--- config.mk ---
export PLATFORM = sky130hd
export DESIGN_NAME = short_name_parser_8_3_core
export DESIGN_NICKNAME = d
export VERILOG_FILES = /design/src/hw/rtl/snp83_pkg.sv /design/src/hw/rtl/snp83_char_class.sv /design/src/hw/rtl/snp83_name_build.sv /design/src/hw/rtl/short_name_parser_8_3_core.sv
export SDC_FILE = /design/constraint.sdc
export NUM_CORES = 1
export LEC_CHECK = 0
export BUFFER_PORTS_ARGS = -buffer_cell sky130_fd_sc_hd__buf_4
export CORE_MARGIN = 4
export CORE_UTILIZATION = 40
export DETAILED_ROUTE_END_ITERATION = 8
export GPL_TIMING_DRIVEN = 0
export PLACE_DENSITY = 0.63
export SETUP_SLACK_MARGIN = 0.15
export SLEW_MARGIN = 20
export SYNTH_ARGS = -nofsm -noshare
export SYNTH_HDL_FRONTEND = slang
export SYNTH_SLANG_ARGS = --single-unit
--- constraint.sdc ---
create_clock -name aclk -period 3.5 [get_ports aclk]
set_input_delay 0 -clock aclk [delete_from_list [all_inputs] [get_ports aclk]]
set_output_delay 0 -clock aclk [all_outputs]
set_load 0.01 [all_outputs]
--- src/hw/rtl/snp83_pkg.sv ---
// Shared types and constants for the 8.3 short-name parser.
// Used by the character classifier, the name builder and the top level.
package snp83_pkg;

    localparam int unsigned BASE_LEN = 8;
    localparam int unsigned EXT_LEN  = 3;

    localparam logic [7:0] CH_NUL   = 8'h00;
    localparam logic [7:0] CH_SPACE = 8'h20;
    localparam logic [7:0] CH_DOT   = 8'h2E;
    localparam logic [7:0] CH_SLASH = 8'h2F;
    localparam logic [7:0] CH_LC_A  = 8'h61;
    localparam logic [7:0] CH_LC_Z  = 8'h7A;
    localparam logic [7:0] CASE_OFS = 8'h20;

    localparam int unsigned BASE_W = 8 * BASE_LEN;
    localparam int unsigned EXT_W  = 8 * EXT_LEN;
    localparam int unsigned RES_W  = BASE_W + EXT_W + 1;
    localparam int unsigned TDATA_W = ((RES_W + 7) / 8) * 8;

    typedef logic [7:0] byte_t;

    // Decoded view of one path byte.
    typedef struct packed {
        logic  is_term;
        logic  is_slash;
        logic  is_dot;
        logic  forbidden;
        byte_t up;
    } char_info_t;

endpackage

--- src/hw/rtl/snp83_char_class.sv ---
// Classifies one path byte: terminator, slash, dot, forbidden, upper-cased value.
// Depends on snp83_pkg.
module snp83_char_class (
    input  snp83_pkg::byte_t      ch,
    output snp83_pkg::char_info_t info
);
    import snp83_pkg::*;

    byte_t up;

    always_comb begin
        up = ch;
        if (ch >= CH_LC_A && ch <= CH_LC_Z) begin
            up = ch - CASE_OFS;
        end
    end

    always_comb begin
        info.is_term  = (ch == CH_NUL);
        info.is_slash = (ch == CH_SLASH);
        info.is_dot   = (ch == CH_DOT);
        info.up       = up;
        info.forbidden = (up <= CH_SPACE) ||
                         (up inside {8'h22, 8'h2A, 8'h2B, 8'h2C, 8'h2F, 8'h3A, 8'h3B,
                                     8'h3C, 8'h3D, 8'h3E, 8'h3F, 8'h5B, 8'h5C, 8'h5D,
                                     8'h7C});
    end

endmodule

--- src/hw/rtl/snp83_name_build.sv ---
// Name state (leading flag, extension flag, counts, buffers) and the result register.
// Depends on snp83_pkg.
module snp83_name_build (
    input  logic                                  aclk,
    input  logic                                  aresetn,
    input  logic                                  step,
    input  snp83_pkg::char_info_t                 info,
    input  logic                                  res_take,
    output logic                                  res_valid,
    output logic [snp83_pkg::BASE_W-1:0]          res_base,
    output logic [snp83_pkg::EXT_W-1:0]           res_ext,
    output logic                                  res_ok
);
    import snp83_pkg::*;

    logic        leading_reg, leading_next;
    logic        in_ext_reg, in_ext_next;
    logic [3:0]  base_count_reg, base_count_next;
    logic [1:0]  ext_count_reg, ext_count_next;
    logic        bad_reg, bad_next;
    byte_t       base_buf_reg [BASE_LEN];
    byte_t       base_buf_next [BASE_LEN];
    byte_t       ext_buf_reg [EXT_LEN];
    byte_t       ext_buf_next [EXT_LEN];

    logic                 out_valid_reg, out_valid_next;
    logic [BASE_W-1:0]    out_base_reg, out_base_next;
    logic [EXT_W-1:0]     out_ext_reg, out_ext_next;
    logic                 out_ok_reg, out_ok_next;

    logic                 ok;
    logic [BASE_W-1:0]    packed_base;
    logic [EXT_W-1:0]     packed_ext;

    // First buffered byte lands in the top bits.
    always_comb begin
        for (int i = 0; i < BASE_LEN; i++) begin
            packed_base[BASE_W-1-8*i -: 8] = base_buf_reg[i];
        end
        for (int i = 0; i < EXT_LEN; i++) begin
            packed_ext[EXT_W-1-8*i -: 8] = ext_buf_reg[i];
        end
    end

    assign ok = !bad_reg && (base_count_reg != 4'd0);

    always_comb begin
        leading_next    = leading_reg;
        in_ext_next     = in_ext_reg;
        base_count_next = base_count_reg;
        ext_count_next  = ext_count_reg;
        bad_next        = bad_reg;
        base_buf_next   = base_buf_reg;
        ext_buf_next    = ext_buf_reg;
        out_valid_next  = out_valid_reg && !res_take;
        out_base_next   = out_base_reg;
        out_ext_next    = out_ext_reg;
        out_ok_next     = out_ok_reg;

        if (step) begin
            if (info.is_term) begin
                out_valid_next  = 1'b1;
                out_ok_next     = ok;
                out_base_next   = ok ? packed_base : '0;
                out_ext_next    = ok ? packed_ext : '0;
                leading_next    = 1'b1;
                in_ext_next     = 1'b0;
                base_count_next = 4'd0;
                ext_count_next  = 2'd0;
                bad_next        = 1'b0;
                for (int i = 0; i < BASE_LEN; i++) base_buf_next[i] = CH_SPACE;
                for (int i = 0; i < EXT_LEN; i++) ext_buf_next[i] = CH_SPACE;
            end else if (!bad_reg && !(leading_reg && info.is_slash)) begin
                leading_next = 1'b0;
                if (info.is_dot) begin
                    if (in_ext_reg) begin
                        bad_next = 1'b1;
                    end else begin
                        in_ext_next = 1'b1;
                    end
                end else if (info.forbidden) begin
                    bad_next = 1'b1;
                end else if (!in_ext_reg) begin
                    if (base_count_reg >= 4'(BASE_LEN)) begin
                        bad_next = 1'b1;
                    end else begin
                        base_buf_next[base_count_reg[2:0]] = info.up;
                        base_count_next = base_count_reg + 4'd1;
                    end
                end else begin
                    if (ext_count_reg >= 2'(EXT_LEN)) begin
                        bad_next = 1'b1;
                    end else begin
                        ext_buf_next[ext_count_reg] = info.up;
                        ext_count_next = ext_count_reg + 2'd1;
                    end
                end
            end
        end
    end

    always_ff @(posedge aclk) begin
        if (!aresetn) begin
            leading_reg    <= 1'b1;
            in_ext_reg     <= 1'b0;
            base_count_reg <= 4'd0;
            ext_count_reg  <= 2'd0;
            bad_reg        <= 1'b0;
            out_valid_reg  <= 1'b0;
            for (int i = 0; i < BASE_LEN; i++) base_buf_reg[i] <= CH_SPACE;
            for (int i = 0; i < EXT_LEN; i++) ext_buf_reg[i] <= CH_SPACE;
        end else begin
            leading_reg    <= leading_next;
            in_ext_reg     <= in_ext_next;
            base_count_reg <= base_count_next;
            ext_count_reg  <= ext_count_next;
            bad_reg        <= bad_next;
            out_valid_reg  <= out_valid_next;
            base_buf_reg   <= base_buf_next;
            ext_buf_reg    <= ext_buf_next;
        end
    end

    always_ff @(posedge aclk) begin
        out_base_reg <= out_base_next;
        out_ext_reg  <= out_ext_next;
        out_ok_reg   <= out_ok_next;
    end

    assign res_valid = out_valid_reg;
    assign res_base  = out_base_reg;
    assign res_ext   = out_ext_reg;
    assign res_ok    = out_ok_reg;

endmodule

--- src/hw/rtl/short_name_parser_8_3_core.sv ---
// 8.3 short-name parser. Path bytes come in one item per clock on the s_ stream,
// ending with a zero byte; each zero byte yields one result item on the m_ stream
// holding the space-padded base and extension and a valid flag (fields zero when
// invalid). After the edge that accepts a terminator, the byte sits in the input register;
// once the result register is free it steps, updating the name and loading the result
// register, which raises m_tvalid. The block sustains one byte per clock; only a result still
// waiting at the output holds back the next terminator, and the bytes behind it.
// Depends on snp83_pkg, snp83_char_class and snp83_name_build.
module short_name_parser_8_3_core (
    input  logic                               aclk,
    input  logic                               aresetn,
    input  logic                               s_tvalid,
    output logic                               s_tready,
    input  logic [7:0]                         s_tdata,  // [7:0] ch
    output logic                               m_tvalid,
    input  logic                               m_tready,
    output logic [snp83_pkg::TDATA_W-1:0]      m_tdata   // [63:0] base_name,
                                                         // [87:64] ext_name,
                                                         // [88] valid_res, rest 0
);
    import snp83_pkg::*;

    logic        in_valid_reg, in_valid_next;
    byte_t       in_ch_reg, in_ch_next;
    char_info_t  info;
    logic        step;
    logic        out_free;
    logic        res_valid;
    logic [BASE_W-1:0] res_base;
    logic [EXT_W-1:0]  res_ext;
    logic        res_ok;

    snp83_char_class u_class (
        .ch   (in_ch_reg),
        .info (info)
    );

    // A plain byte always advances; a terminator needs room in the result register.
    assign out_free = !res_valid || m_tready;
    assign step     = in_valid_reg && (!info.is_term || out_free);
    assign s_tready = !in_valid_reg || step;

    always_comb begin
        in_valid_next = in_valid_reg;
        in_ch_next    = in_ch_reg;
        if (s_tready) begin
            in_valid_next = s_tvalid;
            in_ch_next    = s_tdata;
        end
    end

    always_ff @(posedge aclk) begin
        if (!aresetn) begin
            in_valid_reg <= 1'b0;
        end else begin
            in_valid_reg <= in_valid_next;
        end
    end

    always_ff @(posedge aclk) begin
        in_ch_reg <= in_ch_next;
    end

    snp83_name_build u_build (
        .aclk      (aclk),
        .aresetn   (aresetn),
        .step      (step),
        .info      (info),
        .res_take  (m_tready),
        .res_valid (res_valid),
        .res_base  (res_base),
        .res_ext   (res_ext),
        .res_ok    (res_ok)
    );

    assign m_tvalid = res_valid;
    assign m_tdata  = {(TDATA_W - RES_W)'(0), res_ok, res_ext, res_base};

endmodule

# Word level (Yosys, flattened, before mapping)
# Cells that the tools add are included.
dict set report totals {
  reg_bits 196
  input_bits 12
  word_cells 137
}
dict set report classes {
  n_addsub 3
  eq_ne 24
  order_cmp 9
  reduce_logical 31
  mux 46
  bitwise_logic 2
}
# cell n
set op_table {}
lappend op_table {{$mux W64} 6}
lappend op_table {{$mux W24} 6}
lappend op_table {{$eq A8 B6 Y1 const B} 13}
lappend op_table {{$bwmux W64} 1}
lappend op_table {{$eq A8 B7 Y1 const B} 4}
lappend op_table {{$bwmux W24} 1}
lappend op_table {{$demux W8 S3} 1}
lappend op_table {{$mux W4} 6}
lappend op_table {{$mux W8} 3}
lappend op_table {{$demux W8 S2} 1}
lappend op_table {{$mux W1} 15}
lappend op_table {{$reduce_bool A15 Y1} 1}
lappend op_table {{$mux W2} 6}
lappend op_table {{$reduce_and A6 Y1} 2}
lappend op_table {{$ge A4 B4 Y1 const B} 2}
lappend op_table {{$ge A8 B7 Y1 const B} 1}
lappend op_table {{$le A8 B6 Y1 const B} 1}
lappend op_table {{$le A8 B7 Y1 const B} 1}
lappend op_table {{$logic_and A1 B1 Y1} 8}
lappend op_table {{$logic_not A8 Y1} 1}
lappend op_table {{$reduce_bool A4 Y1} 2}
lappend op_table {{$sub A8 B6 Y8 const B} 1}
lappend op_table {{$logic_not A1 Y1} 6}
lappend op_table {{$ne A2 B2 Y1 const B} 3}
lappend op_table {{other kinds (16)} 23}

# Logic depth before layout (Yosys ltp)
# Gate-level depths: netlist (run 1).
dict set report depth {
  word_depth 12
  depth_mapped 11
  mapped_depth_nobuf 8
}

# Modules after synthesis
# From an unflattened synthesis (run 1), not the netlist that was laid out.
dict set report hier_totals {
  cells_unflattened 618
  area_unflattened_um2 7681.1
}
# mod area_each_um2 cells_per_inst instances
set by_module_without_submodules {}
lappend by_module_without_submodules {snp83_name_build 7016.7 553 1}
lappend by_module_without_submodules {short_name_parser_8_3_core 372.9 24 1}
lappend by_module_without_submodules {snp83_char_class 291.5 41 1}

# Worst setup path before layout (run 1)
# Ideal clock, no wire load.
dict set report synth_path {
  path_type {register to register}
  startpoint {register in_ch_reg[6]}
  endpoint {register u_build.base_buf_reg[14] (netlist name)}
  setup_time_ps 117
  stages_incl_launch_ff 9
  required_ps 3383
  arrival_time_ps 3507
  path_buffers 0
  setup_slack_ps -124
  path_cell_list {edfxtp_1 -> or3_4 -> nor4_4 -> nand3_2 -> inv_2 -> a31oi_1 -> a211oi_4 -> a31oi_1 -> a22o_1}
}
dict set report synth_via {
  elab_chain_len 10
  elab_cells_between_ends 45
}
# item line_no
set synth_lines {}
lappend synth_lines {{start, declared} short_name_parser_8_3_core.sv:24} ;# byte_t in_ch_reg, in_ch_next;
lappend synth_lines {{start signal, assigned} short_name_parser_8_3_core.sv:61} ;# in_ch_reg <= in_ch_next;
lappend synth_lines {{branches (longest 10 deep; another with $ge A8 B7 Y1)} n/a}
lappend synth_lines {{end signal, assigned} snp83_name_build.sv:119} ;# base_buf_reg <= base_buf_next;
lappend synth_lines {{end, declared} snp83_name_build.sv:21} ;# byte_t base_buf_reg [BASE_LEN];
# Parallel ways; which one is timed is not known. The select of a mux whose other input is x is not followed.
# A chain may end at the register's enable or synchronous reset.

# Worst setup path after layout (run 1)
dict set report layout_path {
  startpoint {register in_ch_reg[6]}
  endpoint {register u_build.base_buf_reg[23] (netlist name)}
}
# The elaborated chain is that of the path after synthesis.

==> results of run 1 <==
==> cells in the final DEF (no fill, tap or decap), types with 7 or more instances in the layout <==
| cell type | n |
|---|---|
| conb_1 | 7 |
| nand3_1 | 18 |
| buf_4 | 113 |
| a31oi_1 | 8 |
| edfxtp_1 | 97 |
| mux2i_1 | 30 |
| o22ai_1 | 10 |
| nor3_1 | 8 |
| a32o_1 | 11 |
| nand2_1 | 56 |
| o2bb2ai_1 | 25 |
| a22o_1 | 12 |
| dlygate4sd3_1 | 10 |
| ha_1 | 8 |
| and2_1 | 93 |
| nor2_1 | 22 |
| clkbuf_1 | 26 |
| clkbuf_16 | 17 |
| dfxtp_1 | 99 |
| inv_1 | 13 |
==> layout make-up <==
type | count | share of cell area (%)
Multi-Input combinational cell | 368 | 26.03
Inverter | 14 | 0.7263
Clock inverter | 13 | 2.034
Timing Repair Buffer | 115 | 9.375
Clock buffer | 19 | 4.780
Tap cell | 234 | 3.090
Buffer | 42 | 2.218
Sequential cell | 196 | 51.66
Timing Repair inverter | 1 | 0.09243
==> path summary, 6_finish.rpt <==
path                                                         endpoint  depth (start not counted)
worst max register to register  u_build.base_buf_reg[23]$_SDFFE_PN0P_                          8
worst max-delay path            u_build.base_buf_reg[23]$_SDFFE_PN0P_                          8
worst min-delay path            u_build.base_buf_reg[43]$_SDFFE_PN0P_                          4
worst min register to register   u_build.ext_buf_reg[12]$_SDFFE_PN0P_                          2
==> what timing repair did <==
action | in CTS | in global routing
hold buffers | 10 | 0
gates cloned | 1 | 0
gates resized for setup | 5 | 2
hold endpoints to repair | 10 | 0
pin swaps | 1 | 0
setup buffers | 3 | 0
setup endpoints to repair | 94 | 74
==> through the flow <==
stage,hold slack (ns),total power (uW),instance area (um^2),TNS (ns)
after global placement,0.1790,2680,8672,-27.13
after CTS,0.1634,4776,9463,0
after floorplan,0.09887,2611,7614,0
after global routing,0.2150,4903,9475,0
after detailed placement,0.1795,2686,8672,-36.16
final,0.1845,4750,9475,0
==> synth_stat cells, types with 11 or more instances <==
| cell type | instances | area share (%) |
|---|---|---|
| o2bb2ai_1 | 25 | 2.9 |
| nor2_1 | 22 | 1.1 |
| a22o_1 | 12 | 1.4 |
| clkbuf_1 | 26 | 1.3 |
| mux2i_1 | 30 | 4.0 |
| inv_1 | 13 | 0.64 |
| nand2_1 | 56 | 2.8 |
| edfxtp_1 | 97 | 38 |
| dfxtp_1 | 99 | 26 |
| nand3_1 | 18 | 1.2 |
| a32o_1 | 11 | 1.5 |
| and2_1 | 93 | 7.7 |
==> logic make-up (layout without fill, tap and decap cells) <==
logic type	after synthesis	count (layout)	share of synthesized area, %
simple gates	226	226	16.19
flops	196	196	64.50
compound gates	96	96	10.37
buf+inv	56	204	3.462
other cells	1	7	0.04942
fa+ha+maj	8	8	1.319
mux	31	31	4.106
==> power by group <==
group          switching (uW)  internal, uW
registers                13.0          2410
clock network             855          1250
logic                     153          76.0
total                    1020          3730
==> layer usage <==
layer  track usage [%]  vias to the layer above  routed length [um]
li1                  -                     2487                   -
met1             20.95                     2475                7143
met2             27.17                      192                8382
met3             3.924                       29                1150
met4             6.600                        0                 331
met5                 0                        -                   0
==> worst max-delay path, delay by kind of cell (launching register included) <==
| family | cells | cell delay, ns |
|---|---|---|
| compound gates | 2 | 0.40 |
| buf+inv | 1 | 0.23 |
| flops | 1 | 0.49 |
| simple gates | 5 | 1.94 |
==> results.md, run 1 <==
* Status: complete, no violations
* Crit-path cells: or3_4 -> nor4_4 -> nand3_4 -> inv_16 -> a31oi_1 -> or2_2 -> nor3_1 -> a22o_1
* Core Region at 18710 um^2
* Wire length per cell at 16.97 um
* GRT Util Overall at 16.46%
* Max_cap viols at 0
* Clock root cell: clkbuf_16
* Reg area at 4895 um^2
* Count of cell types in the netlist at 52
* Pin count of the biggest net entering global routing at 48
* Initial antenna violation count at 0
* Setup repair after global routing missed its margin: no
* TritonCTS sink count at 196
* Placed cells at 956
* First-pass GRT wire length at 27870 um
* Clock Latency Late Sink at 0.43 ns
* Maximum VDD drop at 0.3419 mV
* Final Cycle Share at 89.44%
* Post-route minimum period at 3.130 ns
* Worst-path fanout max at 47
* Flop2flop setup slack at 0.37 ns
* Startpoint types: flop
* Critical Path End Type: flop
* Worst Min Path Start: aresetn
* Critical Path RT at 3.87 ns
* Final net count at 775
* Final Setup Violations at 0
* Final hold violation count at 0
* CTS buffer count at 17
* Worst-path clk slew at 0.07 ns
* Vias per cell at 5.173
* Worst EP arrival at 3.50 ns
* Total congestion overflow at 0
* Leak pwr at 0.003721 uW
* CTS H-tree lvls at 4
* WS Path Type: flop to flop
* Vias in the first global route at 5237
* Worst clock skew at 0.007413 ns
* Ys flop type: dfxtp_1
* Clock tree buffer depth at 2
* Final Wtd Congestion at 0.8634
* Place WS at -0.5399 ns
* Fmax at 319.4 MHz
* Number of diodes at 0
* # port buffers at 102
* Multi-input logic area at 2466 um^2
* Vias at 5183
* Final WL at 17010 um
* Final worst slack at 0.3696 ns
* Final Max Tran Viols at 0
* Synthesis Warnings at 0
* Hold Path Class: primary input to flop
* # DRC at 0
* Worst slew margin at 32.16%
* TritonCTS clock tree: done
* DP HPWL at 12050 um
* PD cells at 501.3 nW/um^2
* DRT Pass-1 Iters at 5
* Mapped Area at 7589 um^2
* Avg Cell Area, Syn at 12.36 um^2
* Sequential fraction of the synthesis area at 64.50%
* Routed Antenna Nets at 0
* Post-synth EDFFs at 97
* Worst path slowest cell: nor3_1
* Row count at 50
* Share of cells above drive strength 1 at 22.14%
* Final core occ at 50.66%
* Filler instances at 1634
* Ports at 110
* Die area at 21240 um^2
* Die W at 145.7 um
* Initial DRC Count at 344
* Ys async rst share at 0%
* Yosys reg bits at 196
* Synth-to-Final Area Change at 24.86%
* Die H at 145.7 um
* Worst-Margin Slew at 1.018 ns
* Launch point of the worst reg-to-reg path: in_ch_reg[6]$_DFFE_PP_
* Initial Util at 40.57%
* Worst path max stage delay at 0.54 ns
* Final Non-Filler Cells at 1002
* Cells after synthesis at 614
* Crit. Startpoint: in_ch_reg[6]$_DFFE_PP_
Power figures use the tool's default switching activity.
==> inputs of run 2 (changes only) <==
--- a/config.mk
+++ b/config.mk
@@ -10,7 +10,7 @@
 export CORE_UTILIZATION = 40
 export DETAILED_ROUTE_END_ITERATION = 8
 export GPL_TIMING_DRIVEN = 0
-export PLACE_DENSITY = 0.63
+export PLACE_DENSITY = 0.7
 export SETUP_SLACK_MARGIN = 0.15
 export SLEW_MARGIN = 20
 export SYNTH_ARGS = -nofsm -noshare
==> results.md, run 2 (synthesis gave the netlist of run 1 again) <==
* Status: complete, no violations
* Post-route minimum period at 3.125 ns (-0.005515 ns)
* Most common cell after layout, fill and taps aside: buf_4
* Wire length per cell at 16.95 um (-0.14%)
* Critical Path RT at 3.85 ns (-0.02 ns)
* Worst slew margin at 27.63% (-4.5 points)
* Vias per cell at 5.150 (-0.44%)
* Clock root cell: clkbuf_16
* Synth-to-Final Area Change at 24.11%
* GRT Util Overall at 16.07% (-0.39 points)
* Startpoint types: flop
* Hold Path Class: primary input to flop
* Launch point of the worst reg-to-reg path: in_ch_reg[6]$_DFFE_PP_
* Final Non-Filler Cells at 1000 (-0.20%)
* CTS H-tree lvls at 4 (unchanged)
* Total power at 4585 uW (-3.5%)
* Critical Path End Type: flop
* Initial antenna violation count at 0 (unchanged)
* Initial DRC Count at 405 (+18%)
* Row count at 50 (unchanged)
* Final Cycle Share at 89.28% (-0.16 points)
* Ports at 110 (unchanged)
* Worst Min Path Start: aresetn
* Worst EP arrival at 3.48 ns (-0.02 ns)
* DP HPWL at 11710 um (-2.8%)
* # port buffers at 102 (unchanged)
* Routed Antenna Nets at 0 (unchanged)
* # DRC at 0 (unchanged)
* Vias at 5150 (-0.64%)
* Placed cells at 956 (unchanged)
* Worst-path clk slew at 0.07 ns (about the same)
* PD cells at 486.8 nW/um^2 (-2.9%)
* TritonCTS sink count at 196 (unchanged)
* Die area at 21240 um^2 (unchanged)
* Final worst slack at 0.3751 ns (+0.005515 ns)
* Setup TNS at 0 ns (unchanged)
* Final Max Tran Viols at 0 (unchanged)
* Initial Util at 40.57% (unchanged)
* Final WL at 16950 um (-0.34%)
* Pin count of the biggest net entering global routing at 48 (unchanged)
* Clock Latency Late Sink at 0.43 ns (about the same)
* Max_cap viols at 0 (unchanged)
* First-pass GRT wire length at 27080 um (-2.8%)
* Worst clock skew at 0.009300 ns (+0.001887 ns)
* Most frequent cells in the layout: buf_4, dfxtp_1, edfxtp_1
* WS Path Type: flop to flop
* Number of diodes at 0 (unchanged)
* Die H at 145.7 um (unchanged)
* Fmax at 320.0 MHz (+0.18%)
* Worst-Margin Slew at 1.086 ns (+0.06803 ns)
* Place WS at -0.4971 ns (+0.04277 ns)
* Final Setup Violations at 0 (unchanged)
* CTS buffer count at 17 (unchanged)
* Maximum VDD drop at 0.3678 mV (+7.6%)
* Final hold violation count at 0 (unchanged)
* Leak pwr at 0.003686 uW (-0.95%)
* Crit. Startpoint: in_ch_reg[6]$_DFFE_PP_
* DRT Pass-1 Iters at 5 (unchanged)
* Final Wtd Congestion at 0.8549 (-0.98%)
* Worst-path fanout max at 47 (unchanged)
* Total congestion overflow at 0 (unchanged)
* Core Region at 18710 um^2 (unchanged)
* Setup repair after global routing missed its margin: no
* WHS at 0.1766 ns (-0.007921 ns)
* TritonCTS clock tree: done
* Clock tree buffer depth at 2 (unchanged)
* Vias in the first global route at 4971 (-5.1%)
* Share of cells above drive strength 1 at 21.54% (-0.59 points)
* Die W at 145.7 um (unchanged)
* Final net count at 773 (-0.26%)
## run 2: cell type report
cell class,count,area [um^2]
fillers,1616,9288
well taps,234,292.8
multi-input cells,368,2469
repair inverters,1,8.758
clock inverters,14,148.9
flip-flops and latches,196,4895
repair buffers,113,885.9
inverters,14,68.82
clock buffers,18,439.2
plain buffers,42,210.2
## run 2: metrics by stage
step | instance area, um^2 | utilization (%)
6_report | 9418 | 50.35
3_5_place_dp | 8672 | 46.36
2_1_floorplan | 7614 | -
3_3_place_gp | 8672 | 46.36
4_1_cts | 9403 | 50.27
5_1_grt | 9418 | 50.35
## run 2: timing repair
action / CTS / global route
setup endpoints to repair: 94 / 57
pin swaps: 1 / 0
gates resized for setup: 5 / 2
hold buffers: 10 / 0
endpoints found under the hold margin: 10 / 0
cloned: 1 / 0
setup buffers: 1 / 0
## run 2: critical path, cell delays in order, from the launching register on
cell and delay [ns]:
edfxtp_1 0.50, or3_4 0.45, nor4_4 0.33, nand3_4 0.26, inv_16 0.24, a31oi_1 0.16
a211oi_4 0.26, buf_12 0.16, buf_6 0.14, buf_6 0.15, nand3_1 0.17, o2bb2ai_1 0.23
## run 2: layer usage
| metal | vias up | GRT usage, % | wire length [um] |
|---|---|---|---|
| met4 | 0 | 6.220 | 364 |
| met5 | - | 0 | 0 |
| met2 | 172 | 25.82 | 8251 |
| li1 | 2490 | - | - |
| met3 | 28 | 3.644 | 998 |
| met1 | 2460 | 21.28 | 7335 |
## run 2: final timing paths
| check | slack, ns | to | cells after the start |
|---|---|---|---|
| min reg2reg | 0.45 | u_build.ext_buf_reg[19]$_SDFFE_PN0P_ | 2 |
| max | 0.38 | u_build.base_buf_reg[18]$_SDFFE_PN0P_ | 11 |
| max reg2reg | 0.38 | u_build.base_buf_reg[18]$_SDFFE_PN0P_ | 11 |
| min | 0.18 | u_build.base_buf_reg[43]$_SDFFE_PN0P_ | 4 |
## run 2: report_power, final
| group | internal [uW] | leakage [uW] | switching, uW |
|---|---|---|---|
| clock | 1080 | 0.000283 | 856 |
| sequential | 2410 | 0.00173 | 12.7 |
| combinational | 76.2 | 0.00167 | 154 |
| total | 3560 | 0.00369 | 1020 |
